[config.mk]
export PLATFORM = sky130hd
export DESIGN_NAME = pca_fifo
export DESIGN_NICKNAME = d
export VERILOG_FILES = /design/src/rtl/pca_fifo.sv
export SDC_FILE = /design/constraint.sdc
export NUM_CORES = 1
export LEC_CHECK = 0
export BUFFER_PORTS_ARGS = -buffer_cell sky130_fd_sc_hd__buf_2
export CORE_MARGIN = 5
export CORE_UTILIZATION = 44
export DETAILED_ROUTE_END_ITERATION = 8
export PLACE_DENSITY = 0.76
export SKIP_CTS_REPAIR_TIMING = 1
export SYNTH_ARGS = -nofsm -noshare
export SYNTH_HDL_FRONTEND = slang
export SYNTH_SLANG_ARGS = --single-unit
[constraint.sdc]
create_clock -name clk -period 1.55 [get_ports clk]
set_clock_uncertainty 0.05 [all_clocks]
set_input_delay 0.31 -clock clk [delete_from_list [all_inputs] [get_ports clk]]
set_output_delay 0.31 -clock clk [all_outputs]
set_load 0.05 [all_outputs]
[src/rtl/pca_fifo.sv]
// Small register queue with push/full and pop/empty sides.
module pca_fifo #(
  parameter int WIDTH = 8,
  parameter int DEPTH = 2,
  localparam int AW = $clog2(DEPTH)
) (
  input  logic             clk,
  input  logic             rst,
  input  logic             push,
  input  logic [WIDTH-1:0] wdata,
  output logic             full,
  input  logic             pop,
  output logic [WIDTH-1:0] rdata,
  output logic             empty
);

  logic [WIDTH-1:0] mem [DEPTH];
  logic [AW-1:0]    wr_ptr;
  logic [AW-1:0]    rd_ptr;
  logic [AW:0]      count;
  logic             do_push;
  logic             do_pop;

  assign full    = (count == (AW+1)'(DEPTH));
  assign empty   = (count == '0);
  assign do_push = push && !full;
  assign do_pop  = pop && !empty;
  assign rdata   = mem[rd_ptr];

  always_ff @(posedge clk) begin
    if (rst) begin
      wr_ptr <= '0;
      rd_ptr <= '0;
      count  <= '0;
    end else begin
      if (do_push) begin
        wr_ptr <= wr_ptr + AW'(1);
      end
      if (do_pop) begin
        rd_ptr <= rd_ptr + AW'(1);
      end
      if (do_push && !do_pop) begin
        count <= count + (AW+1)'(1);
      end else if (do_pop && !do_push) begin
        count <= count - (AW+1)'(1);
      end
    end
  end

  always_ff @(posedge clk) begin
    if (do_push) begin
      mem[wr_ptr] <= wdata;
    end
  end

endmodule

== Word level (Yosys, flattened, before mapping) ==
Memory sizes are Yosys's and may differ from the RTL's. A register that Yosys moved wholly into a read port is not among the register bits.
Cells that the tools add are included.

* Equal/unequal tests: 1
* Multiplexer cells: 6
* Reductions and logical operators: 10
* Add/subtract/negate cells: 4

{| class="wikitable"
|+ Operators by type and width
! operator !! count
|-
| 1-bit logical AND || 4
|-
| 1-bit zero test || 4
|-
| 1-bit two-way mux || 4
|-
| 2-bit two-way mux || 2
|-
| 1-bit adder (second input constant) || 2
|-
| 2-bit by 1-bit adder with 2-bit output (second input constant) || 1
|-
| 2-bit equality test (second input constant) || 1
|-
| 2-bit zero test || 1
|-
| 2-bit nonzero test || 1
|-
| 2-bit by 1-bit subtractor with 2-bit output (second input constant) || 1
|}

* Memories kept: 1
* Word-level logic and storage cells: 25
* Bits in registers: 4
* Output and inout port bits: 10
* Memory bits (writable): 16

{| class="wikitable"
|+ Memories
! name !! depth !! width !! rd ports !! clocked after Yosys merged registers in !! write ports !! line !! source
|-
| mem || 2 || 8 || 1 || 1 || 1 || 17 || <nowiki>logic [WIDTH-1:0] mem [DEPTH];</nowiki>
|}

== Longest topological paths before layout ==
* Depth after elaboration: 7
* Mapped depth: 6

== Worst setup path before layout ==
Ideal clock, no wire load.

* Kind: reg-to-reg
* Start point: register count[1]
* End point: register count[1]
* Cell stages (with the launch flop): 6
* Clock period less this slack: 1913 ps
* Required time: 1430 ps
* Data arrival time: 1793 ps
* Buffers on the path: 0
* Slack: -363 ps
* Library setup time: 70 ps
* Cell sequence: dfxtp_1 -> nor2b_2 -> nor2_1 -> ha_1 -> or3_1 -> a21oi_1

* Longest elaborated chain between the ends: 6

{| class="wikitable"
|+ RTL lines
! element !! line !! source
|-
| from (decl) || 20 || <nowiki>logic [AW:0] count;</nowiki>
|-
| from (signal assigned) || 43 || <nowiki>count <= count + (AW+1)'(1);</nowiki>
|-
| from (signal assigned) || 45 || <nowiki>count <= count - (AW+1)'(1);</nowiki>
|-
| 2-bit equality test (*) || 24 || <nowiki>assign full = (count == (AW+1)'(DEPTH));</nowiki>
|-
| via full || 11 || <nowiki>output logic full,</nowiki>
|-
| 1-bit zero test (*) || 26 || <nowiki>assign do_push = push && !full;</nowiki>
|-
| 1-bit logical AND (*) || 26 ||
|-
| via do_push || 21 || <nowiki>logic do_push;</nowiki>
|-
| 1-bit zero test || 44 || <nowiki>end else if (do_pop && !do_push) begin</nowiki>
|-
| 1-bit logical AND || 44 ||
|-
| 2-bit nonzero test (no source line) || n/a ||
|}

The timed path passes the listed nets; every way through them passes the cells marked *. The select of a mux whose other input is x is not followed.
A chain may end at the register's enable or synchronous reset.

==> impl_results.rst <==
.. list-table::
   :header-rows: 1

   * - Metric
     - Value
   * - Outcome
     - complete, but fails checks
   * - Failing checks
     - setup timing
   * - GP Congestion
     - 0.720
   * - Leading post-synthesis cells by cell area
     - sky130_fd_sc_hd__edfxtp_1, sky130_fd_sc_hd__dfxtp_1, sky130_fd_sc_hd__mux2_2, sky130_fd_sc_hd__xor2_1, sky130_fd_sc_hd__nor2_1
   * - Lkg Pwr
     - 0.000432 uW
   * - Std-Cell Rows
     - 15
   * - Synth Area in Compound Gates
     - approximately 3.2%
   * - Port-buffer cells
     - 21
   * - Die Width
     - ~52 um
   * - Max Clock Freq
     - 0.629 GHz
   * - Layout Utilization
     - 61.9%
   * - Pin count of the biggest net entering global routing
     - 12
   * - CP max stage delay
     - ~460 ps
   * - I/O pin count
     - 22
   * - Syn Area/Cell
     - 15.9 um2
   * - Total via count after detailed routing
     - approximately 470
   * - Total half-perimeter wirelength after legalization and detailed placement
     - a little over 900 um
   * - Number of clock sinks seen by CTS
     - 21
   * - Synthesized Nets
     - 63
   * - Routed vias/inst
     - 4.67
   * - Met3 capacity usage during global routing
     - under 10%
   * - Normalized max-slew margin
     - 74.4%
   * - Core region area
     - 1730 um2
   * - Library cell contributing the largest single delay on the critical path
     - sky130_fd_sc_hd__dfxtp_4
   * - Largest fanout of any net on the critical path
     - 8
   * - Placed cells
     - 96
   * - Die area
     - between 2000 and 3000 um2
   * - Async SR Flop Fraction
     - 0%
   * - Fill cells
     - 146
   * - End of the worst register-to-register path
     - count[1]
   * - Post-route minimum period
     - approximately 1600 ps
   * - Max H-tree Level
     - 1
   * - Power density over the cells
     - around 1900 nW/um2
   * - Average routed wire per standard cell
     - about 14 um
   * - Remaining number of nets flagged by the antenna check after routing
     - 0
   * - Total Routing Usage GR
     - 9.60%
   * - Proportion of synthesized chip area in sequential cells
     - 73.2%
   * - Mux share of post-synthesis cell area
     - 11.4%
   * - Number of standard cells after synthesis
     - 50
   * - Largest family of logic cells by synthesized area
     - multiplexers
   * - Initial antenna violation count
     - 0
   * - Placed inst area
     - 940 um2
   * - Finished Layout Cells
     - 100
   * - Crit path to
     - rdata[4]
   * - Final count of hold timing violations
     - 0
   * - Crit-path cells
     - mux2_4 -> buf_6
   * - Share of the synthesized area in the top cell type
     - 60.6%
   * - Vertical die dimension
     - 52.5 um
   * - Required @ worst endpoint
     - 1190 ps
   * - Adder and majority cell fraction of the synthesized area
     - 1.58%
   * - Transition at the pin with the smallest max-transition slack
     - 384 ps
   * - Number of unique standard cell types used by synthesis
     - 13
   * - Worst min-delay path category
     - input pin to flop
   * - Worst vdd ir
     - 0.000998 V
   * - Routed WL
     - approximately 1400 um
   * - Count of endpoints failing setup in the final report
     - 8
   * - Remaining global-route overflow
     - 0
   * - Arrival time of the worst setup path
     - 1230 ps
   * - Clock latency at the later pin of the worst-skew pair
     - 290 ps
   * - Root buffer cell
     - sky130_fd_sc_hd__clkbuf_4
   * - Unrepaired setup endpoints after global routing
     - true
   * - Diodes inserted
     - 0
   * - Max Cap Viol
     - 0
   * - Critical Path End Type
     - output pin
   * - Number of enable flip-flop cells after synthesis
     - 16
   * - GRT met2 Usage
     - roughly 15%
   * - Clock buffers created by TritonCTS
     - 3
   * - Share of the synthesized netlist area taken by xor and xnor gates
     - 3.31%
   * - Busiest layer in global routing
     - met2
   * - Register bit total from synthesis
     - 21
   * - Kind of launch point of the worst setup path
     - flop
   * - Maximum root-to-sink buffer count
     - 2
   * - Synth-to-Final Area Change
     - 34.7%
   * - Clock-pin slew on the worst setup and hold paths
     - roughly 110 ps
   * - Post-synthesis cell area
     - 793 um2
   * - Share of synthesized cell area in and, or, nand and nor gates
     - under 10%
   * - Wire length of the first global-routing pass
     - ~1900 um
   * - DRC violation count after routing
     - 0
   * - Fraction of met1 tracks used by global routing
     - 10.8%
   * - Flip-flop cell with the highest count after synthesis
     - sky130_fd_sc_hd__edfxtp_1
   * - Number of cells on the worst reg-to-reg path
     - 5
   * - Detailed-routing iteration count for the pre-antenna-repair pass
     - 1
   * - Commonest cells post-synth
     - sky130_fd_sc_hd__edfxtp_1, sky130_fd_sc_hd__mux2_2, sky130_fd_sc_hd__dfxtp_1, sky130_fd_sc_hd__nor2_1
   * - Launch instance of the worst register-to-register path
     - count[1]
   * - Worst min-delay path startpoint
     - wdata[3]
   * - Count of routing violations after the opening detailed-route iteration
     - 0
   * - Minimum setup slack in the final design
     - -40.3 ps
   * - CTS tree
     - built
   * - Portion of the clock cycle consumed by the worst path in the final layout
     - 103%
   * - Final Max Slew Viols
     - 0
   * - Synthesis warning total
     - 0
   * - Crit path kind
     - flop to output pin
   * - Final Instance Area
     - 1070 um2
   * - Tot Pwr
     - around 2000 uW
   * - Cell type with the highest aggregate area in the netlist
     - sky130_fd_sc_hd__edfxtp_1
   * - Initial standard-cell utilization of the core
     - between 40 and 50%
   * - Layout net count
     - 89
   * - Pre-CTS WS
     - about 40 ps
   * - Vias in the first global route
     - 425
   * - Share of cells above drive strength 1
     - 53.3%
   * - Setup slack on the worst flop-to-flop path
     - 70 ps
   * - Cell with the most instances after synthesis
     - sky130_fd_sc_hd__edfxtp_1
## worst max-delay path, delay by kind of cell, from the launching register on
family | cells | cell delay (ps)
flops | 1 | 460
buf+inv | 1 | 150
mux | 1 | 320
## worst min path at each step
stage	endpoint	slack (ps)	cells after the start
after floorplan	count[1]	320	1
after global placement	wr_ptr	420	2
after detailed placement	wr_ptr	440	2
after CTS	mem[0][3]	140	1
after global routing	mem[1][0]	130	1
final	mem[0][3]	140	1
## layout by cell type (no fill, tap or decap), drive strengths merged
| master | n |
|---|---|
| a21oi | 2 |
| o21ai | 3 |
| nor2 | 5 |
| or3 | 2 |
| and2 | 1 |
| buf | 22 |
| xor2 | 3 |
| nor2b | 1 |
| clkbuf | 4 |
| mux2 | 8 |
| inv | 2 |
| dfxtp | 5 |
| ha | 1 |
| edfxtp | 16 |
## layout make-up
class	count	area, um2	area share, %
repair buffers	22	163	15.2
multi-input cells	26	254	23.8
flip-flops and latches	21	587	54.9
clock buffers	4	26.3	2.46
well taps	25	31.3	2.93
inverters	2	7.51	0.703
## routing by layer
metal	vias to the layer above	wire, um
met3	2	115
met2	15	712
met1	219	539
met4	0	13
li1	231	-
met5	-	0
## per-stage QoR
stage | hold WS [ps] | TNS [ps]
after floorplan | 322 | -104
after global placement | 417 | 0
after detailed placement | 436 | 0
after CTS | 139 | -2080
after global routing | 125 | -659
final | 144 | -293
## flip-flops by register name, summed over array words and instances (netlist names), named ones only
register,count
mem,16
count,2
rd_ptr,1
wr_ptr,1
## power by group
group          internal (uW)  switching, uW  total [uW]
Combinational            383            544         927
Clock                    100            150         250
Sequential               730           98.4         829
## cells by family after synthesis
logic type               Yosys count
AO/OA/AOI/OAI                      5
XOR/XNOR                           3
adder cells (fa/ha/maj)            1
buffers and inverters              3
flip-flops                        21
multiplexers                       8
AND/OR/NAND/NOR                    9
Note: power is estimated with default switching activity, not from simulation.
