## src/rtl/pca_pkg.sv

```systemverilog
// Shared types and constants of the pair covariance accumulator.
package pca_pkg;

  // Sizes fixed by the item fields: three site bits and two state bits.
  localparam int MAX_SITES  = 8;
  localparam int MAX_STATES = 4;
  localparam int SITE_W     = $clog2(MAX_SITES);
  localparam int STATE_W    = $clog2(MAX_STATES);
  localparam int NSITES_W   = $clog2(MAX_SITES + 1);

  // Configuration register indexes.
  localparam int CFG_INDEX_W = 1;
  localparam logic [CFG_INDEX_W-1:0] CFG_SITES_IN_USE = 1'b0;
  localparam logic [CFG_INDEX_W-1:0] CFG_N_SAMPLES    = 1'b1;
  localparam int CFG_DATA_W = 16;

  // Register reset values.
  localparam logic [3:0]  SITES_IN_USE_RESET = 4'd5;
  localparam logic [15:0] N_SAMPLES_RESET    = 16'd1000;

  // Item operation codes.
  localparam logic OP_FEED  = 1'b0;
  localparam logic OP_QUERY = 1'b1;

  typedef struct packed {
    logic       op;
    logic [1:0] symbol;
    logic [2:0] site_first;
    logic [2:0] site_second;
    logic [1:0] state_first;
    logic [1:0] state_second;
  } in_item_t;

  typedef struct packed {
    logic signed [32:0] corr_scaled;
    logic [15:0]        samples_done;
  } out_item_t;

  // Query as it travels from the front end to the back end.
  typedef struct packed {
    logic        valid;
    logic [2:0]  site_first;
    logic [2:0]  site_second;
    logic [1:0]  state_first;
    logic [1:0]  state_second;
    logic [15:0] samples_done;
    logic [15:0] n_samples;
  } qry_cmd_t;

endpackage

```

## src/rtl/pca_front.sv

```systemverilog
// Front end: configuration registers, sample assembly and command issue.
module pca_front import pca_pkg::*; (
  input  logic                                  clk,
  input  logic                                  rst,
  input  logic                                  push,
  input  in_item_t                              item,
  output logic                                  full,
  input  logic                                  cfg_write,
  input  logic [CFG_INDEX_W-1:0]                cfg_index,
  input  logic [CFG_DATA_W-1:0]                 cfg_data,
  input  logic                                  cmd_full,
  input  logic                                  clearing,
  output logic                                  cmd_push,
  output logic                                  cmd_kind,
  output qry_cmd_t                              cmd_qry,
  output logic [NSITES_W-1:0]                   cmd_nsites,
  output logic [MAX_SITES-1:0][STATE_W-1:0]     cmd_sample
);

  localparam int SW  = SITE_W;
  localparam int ST  = STATE_W;
  localparam int NSW = NSITES_W;
  localparam int EW  = (NSW > 4) ? NSW : 4;
  localparam int SYW = ((ST > 2) ? ST : 2) + 1;
  localparam int SIW = (NSW > 3) ? NSW : 3;

  logic [3:0]                   sites_in_use;
  logic [15:0]                  n_samples;
  logic [SW-1:0]                pos;
  logic [15:0]                  sample_count;
  logic [MAX_SITES-1:0][ST-1:0] sbuf;

  logic           accept;
  logic           done;
  logic [NSW-1:0] nsites;
  logic [ST-1:0]  sym_sat;
  logic [NSW-1:0] pos_inc;
  logic           complete;
  logic           feed_ok;
  logic           q_valid;

  assign full   = cmd_full || clearing;
  assign accept = push && !full;
  assign done   = (sample_count >= n_samples);

  // Site count saturated to 1..MAX_SITES.
  always_comb begin
    if (sites_in_use == 4'd0) begin
      nsites = NSW'(1);
    end else if (EW'(sites_in_use) > EW'(MAX_SITES)) begin
      nsites = NSW'(MAX_SITES);
    end else begin
      nsites = NSW'(sites_in_use);
    end
  end

  assign sym_sat  = (SYW'(item.symbol) >= SYW'(MAX_STATES)) ? ST'(MAX_STATES - 1)
                                                           : ST'(item.symbol);
  assign pos_inc  = NSW'(pos) + NSW'(1);
  assign complete = (pos_inc >= nsites);
  assign feed_ok  = accept && (item.op == OP_FEED) && !done;

  assign q_valid = (item.site_first < item.site_second) &&
                   (SIW'(item.site_second) < SIW'(nsites)) &&
                   (SYW'(item.state_first) < SYW'(MAX_STATES)) &&
                   (SYW'(item.state_second) < SYW'(MAX_STATES));

  assign cmd_push   = (accept && (item.op == OP_QUERY)) || (feed_ok && complete);
  assign cmd_kind   = item.op;
  assign cmd_nsites = nsites;

  always_comb begin
    cmd_qry.valid        = q_valid;
    cmd_qry.site_first   = item.site_first;
    cmd_qry.site_second  = item.site_second;
    cmd_qry.state_first  = item.state_first;
    cmd_qry.state_second = item.state_second;
    cmd_qry.samples_done = sample_count;
    cmd_qry.n_samples    = n_samples;
  end

  // The finished sample includes the symbol arriving this cycle.
  always_comb begin
    for (int k = 0; k < MAX_SITES; k++) begin
      cmd_sample[k] = (SW'(k) == pos) ? sym_sat : sbuf[k];
    end
  end

  always_ff @(posedge clk) begin
    if (rst) begin
      sites_in_use <= SITES_IN_USE_RESET;
      n_samples    <= N_SAMPLES_RESET;
      pos          <= '0;
      sample_count <= '0;
    end else begin
      if (cfg_write) begin
        unique case (cfg_index)
          CFG_SITES_IN_USE: sites_in_use <= cfg_data[3:0];
          CFG_N_SAMPLES:    n_samples    <= cfg_data[15:0];
        endcase
      end
      if (feed_ok) begin
        if (complete) begin
          pos          <= '0;
          sample_count <= sample_count + 16'd1;
        end else begin
          pos <= pos + SW'(1);
        end
      end
    end
  end

  always_ff @(posedge clk) begin
    if (feed_ok) begin
      sbuf[pos] <= sym_sat;
    end
  end

endmodule

```

## config.mk

```make
export PLATFORM = sky130hd
export DESIGN_NAME = pca_front
export DESIGN_NICKNAME = d
export VERILOG_FILES = /design/src/rtl/pca_pkg.sv /design/src/rtl/pca_front.sv
export SDC_FILE = /design/constraint.sdc
export NUM_CORES = 1
export LEC_CHECK = 0
export ABC_AREA = 1
export BUFFER_PORTS_ARGS = -buffer_cell sky130_fd_sc_hd__buf_4
export CELL_PAD_IN_SITES_DETAIL_PLACEMENT = 1
export CELL_PAD_IN_SITES_GLOBAL_PLACEMENT = 1
export CORE_ASPECT_RATIO = 0.75
export CORE_MARGIN = 1
export CORE_UTILIZATION = 35
export DETAILED_ROUTE_END_ITERATION = 8
export PLACE_DENSITY = 0.88
export SLEW_MARGIN = 10
export SYNTH_ARGS = -nofsm -noshare
export SYNTH_HDL_FRONTEND = slang
export SYNTH_SLANG_ARGS = --single-unit
```

## constraint.sdc

```tcl
create_clock -name clk -period 2.6 [get_ports clk]
set_clock_uncertainty 0.15 [all_clocks]
set_input_delay 0.26 -clock clk [delete_from_list [all_inputs] [get_ports clk]]
set_output_delay 0.26 -clock clk [all_outputs]
set_load 0.05 [all_outputs]
```

# After elaboration in Yosys (flattened, before gate mapping)
# Cells that the tools add are included.
# totals
inputBits	36
reg_bits	55
output_inout_bits	66
wordCells	61
# classes
n_mux	14
eq_ne	7
order_cmp	7
reduce_logical	16
add_sub_neg	3
bitwise_logic	2
# op_table
op	count
$mux 2	9
$add 16x1->16 const B	1
$bwmux 16	1
$ge 16x16->1	1
$eq 3x3->1 const A	4
$mux 4	2
$logic_and 1x1->1	7
$demux 2 s3	1
$eq 2x3->1 const A	2
$reduce_and 2->1	3
$add 3x1->4 const B	1
$ge 4x4->1	1
$gt 4x4->1 const B	1
$logic_not 4->1	1
$lt 3x4->1	1
$lt 3x4->1 const B	1
$add 3x1->3 const B	1
$eq 1x3->1 const A	1
$ge 3x1->1 const B	1
$logic_not 3->1	1
$lt 3x3->1	1
$mux 3	1
$logic_not 1->1	2
$logic_or 1x1->1	2
$not 1->1	2

# Logic depth before layout (Yosys ltp)
# logic_depth
depth_word	7
depth_mapped	15
mapped_depth_nobuf	14

# Least setup slack after synthesis
# Ideal clock, no wire load.
# synth_timing
kind	register to output
start	register sites_in_use[1]
end	output port cmd_push
path_slack_ns	-0.413
required_time_ns	2.190
arrival_time_ns	2.603
path_stages_with_launch	10
path_cell_list	dfxtp_1 -> o21bai_1 -> inv_1 -> nor2_1 -> ha_1 -> nand4_1 -> nand3_2 -> nand3_2 -> buf_6 -> o21ai_0
# synth_via
elab_chain_cells	6
word_cells_on_any_way	7
cone_classes	2 x order compare; 2 x mux; 3 x reduce/logical
# synth_lines
element	line	text
from (decl)	pca_front.sv:27	logic [3:0] sites_in_use;
from (signal assigned)	pca_front.sv:98	CFG_SITES_IN_USE: sites_in_use <= cfg_data[3:0];
$gt 4x4->1	pca_front.sv:50	end else if (EW'(sites_in_use) > EW'(MAX_SITES)) begin
$mux 4	pca_front.sv:50	
$mux 4 (*)	pca_front.sv:48	if (sites_in_use == 4'd0) begin
via cmd_nsites[0]	pca_front.sv:16	output logic [NSITES_W-1:0] cmd_nsites,
$ge 4x4->1 (*)	pca_front.sv:60	assign complete = (pos_inc >= nsites);
$logic_and 1x1->1 (*)	pca_front.sv:68	assign cmd_push = (accept && (item.op == OP_QUERY)) || (feed_ok && complete);
$logic_or 1x1->1 (*)	pca_front.sv:68	
to (decl)	pca_front.sv:13	output logic cmd_push,
# Mark *: on every way through the listed nets, which the timed path passes. The rest lies on a longest branch.

# Final worst setup path
# layout_timing
start	register pos[0]
end	output port cmd_push
# layout_via
elab_chain_cells	4
# layout_lines
element	line	text
from (decl)	pca_front.sv:29	logic [SW-1:0] pos;
from (signal assigned)	pca_front.sv:107	pos <= pos + SW'(1);
$add 3x1->4	pca_front.sv:59	assign pos_inc = NSW'(pos) + NSW'(1);
$ge 4x4->1	pca_front.sv:60	
$logic_and 1x1->1	pca_front.sv:68	
$logic_or 1x1->1	pca_front.sv:68	
# Every way passes these cells.

==> impl_metrics.csv <==
group,metric,value,unit
timing,layout_setup_ws,0.0209,ns
clocking,root_buffer,"clkbuf_16",
placed_design,pre_cts_ws,0.0936,ns
timing,period_share,99.2,%
grt,grt_pass1_vias,3568,
clocking,tritoncts,"done",
final_layout,final_cells,692,
yosys,synth_top_cells_by_area,"dfxtp_1 23%, edfxtp_1 14%, nand2_1 14%",
pwr,p_per_area,468,nW/um2
clocking,clockBufferDepth,2,
run_status,outcome,"finished, final reports clean",
yosys,syn_area,3410,um2
critical_path,crit_buf_inv,2,
routing,ant_nets,0,
die,rows,30,
critical_path,critPathMaxStageDelay,0.36,ns
critical_path,path_class,"flop to output pin",
die,initial_core_util,36.8,%
routing,drtPass1Iterations,4,
timing,grt_setup_unrepaired,"true",
critical_path,worstPathArrival,2.17,ns
placed_design,gp_congestion,0.855,
critical_path,end_kind,"output pin",
final_layout,drive_gt1_share,24.1,%
critical_path,critPathTopFamily,"adder cells",
grt,grt_pass1_wl,17100,um
flow_run,max-cap-violations,0,
final_layout,finalInstanceArea,4410,um2
critical_path,crit_top_cell,"nand3_2",
pwr,ir_worst_vdd,290,uV
hold_path,hold_path.class,"input port to flop",
placed_design,postPlaceCellArea,4210,um2
clocking,clock_latency,0.30,ns
die,die-area,10200,um2
routing,wl,10600,um
clocking,htree_levels,2,
timing,max_slew_margin,52.1,%
yosys,synthDistinctLibCells,28,
routing,wl_per_cell,15.3,um
pwr,total_power,2.07,mW
grt,grt_max_degree,24,
yosys,netlist_instances,475,
clocking,clk_pin_slew,0.08,ns
placed_design,post-place-cells,683,
die,dieWidth,116,um
timing,min_period,2.58,ns
grt,antenna_found_initial,0,
timing,worst_pin_slew,0.718,ns
routing,via_per_inst,5.04,
critical_path,critPathRequiredTime,2.19,ns
die,io_pins,102,
critical_path,start_kind,"flop",
yosys,syn_avg_cell_area,7.19,um2
yosys,synth_fp_nets,542,
die,die-height,87.5,um
die,coreArea,9270,um2
yosys,yosysSeqAreaShare,37.0,%
placed_design,dpl.hpwl,8130,um
timing,finalMaxSlewViolations,0,
routing,drtIter0Drc,190,
pwr,leakagePower,2.14,nW
clocking,ctsHoldBuffers,0,
critical_path,path_max_fanout,4,
final_layout,n_antenna_cell,0,
timing,hold_viol,0,
yosys,synth_top_area_cell,"dfxtp_1",
clocking,clkSinkCount,55,
routing,route.detailed.drc,0,
critical_path,cp_cell_sequence,"ha_2 -> ha_4 -> inv_1 -> ha_1 -> nand2_1 -> o21bai_1 -> nand3_2 -> nand3_2 -> o21ai_2 -> buf_6",
routing,vias,3488,
yosys,yosysWarningCount,0,
final_layout,syn2layout_area_growth,29.3,%
grt,grtUsageTotal,21.6,%
clocking,numCtsBuffers,5,
grt,overflow,0,
critical_path,slowest_stage,"dfxtp_4",
yosys,synth_top_area_share,22.9,%
timing,setup_violations,0,
timing,fin_setup_tns,0,ns
timing,fmax,0.388,GHz
placed_design,portBuffers,93,
final_layout,fin_nets,630,
yosys,synth-seq-cells,55,
==> where the power goes <==
group | internal [mW] | switching, mW
combinational | 0.135 | 0.294
sequential | 0.903 | 0.0160
clock | 0.369 | 0.348
==> cells in the mapped netlist (all sizes together) <==
cell    count
xnor2       1
o21bai      2
clkinv      1
inv        67
edfxtp     16
clkbuf      7
buf        19
nor3        1
dfxtp      39
nor2       55
xor2        4
nand2     124
o21a        2
o21ai      29
ha         31
o211ai      6
nand4      20
a21oi      32
nand3      19
==> worst reg2reg max path, cell delays in order, from the launching register on <==
cell and delay, ns:
dfxtp_4 0.36, ha_2 0.21, ha_4 0.27, inv_1 0.04, ha_1 0.28, nand2_1 0.06, o21bai_1 0.16, nand3_2 0.11
buf_4 0.24, nor2_1 0.10, o21ai_0 0.31, nor2_1 0.10
==> logic make-up after synthesis <==
family / share of synthesized area [%]
buf+inv: 12.2
xor+xnor: 1.28
simple gates: 26.9
fa+ha+maj: 11.4
flops: 37.0
compound gates: 11.3
==> sequential cells by signal, indices dropped and copies added (netlist names) <==
name	cells
sites_in_use	4
sample_count	16
pos	3
n_samples	16
sbuf	16
==> cell usage in the layout (no fill, tap or decap), types with 4 or more instances in the layout <==
cell type | Yosys | final
dfxtp_2 | 0 | 4
dfxtp_1 | 39 | 34
nor2_2 | 1 | 6
edfxtp_1 | 16 | 16
nand3_1 | 17 | 17
a21oi_1 | 31 | 31
buf_4 | 14 | 106
xor2_1 | 4 | 4
clkbuf_16 | 0 | 5
o21ai_0 | 29 | 28
o211ai_1 | 6 | 6
nor2_1 | 53 | 48
nand2_1 | 123 | 123
nand4_1 | 20 | 20
inv_1 | 66 | 65
ha_1 | 31 | 29
==> path summary, 6_finish.rpt <==
kind / startpoint / to / slack, ns / cells past startpoint
worst max-delay path: pos[0] / cmd_push / 0.02 / 10
worst min-delay path: cfg_data[9] / n_samples[9] / 0.03 / 3
worst max register to register: pos[0] / pos[1] / 0.08 / 11
worst min register to register: sites_in_use[0] / sites_in_use[0] / 0.32 / 2
==> per-stage QoR <==
stage	hold slack, ns	utilization (%)
floorplan	0.209	-
global placement	0.290	45.5
detailed placement	0.301	45.5
CTS	0.0301	47.5
global route	0.0435	47.6
finish	0.0312	47.6
==> layout make-up <==
class | instances | area (um2)
clock buffer | 5 | 125
clock inverter | 3 | 27.5
fill | 1191 | 4860
inverter | 68 | 255
multi-input combinational | 326 | 1770
sequential | 55 | 1270
tap | 128 | 160
timing repair buffer | 107 | 807
==> routing by layer <==
metal  wire, um  up-vias  track usage (%)
met1       4640     1688             25.6
met3        479       16             3.83
met5          0        -                0
met2       5290       83             40.2
met4        165        0             6.06
li1           -     1701                -
==> what timing repair did <==
| action | 4_1_cts | 5_1_grt |
|---|---|---|
| buffers inserted | 2 | 0 |
| pin swaps | 2 | 1 |
| resized for setup | 5 | 9 |
| setup endpoints to repair | 1 | 21 |
Power figures use the tool's default switching activity.
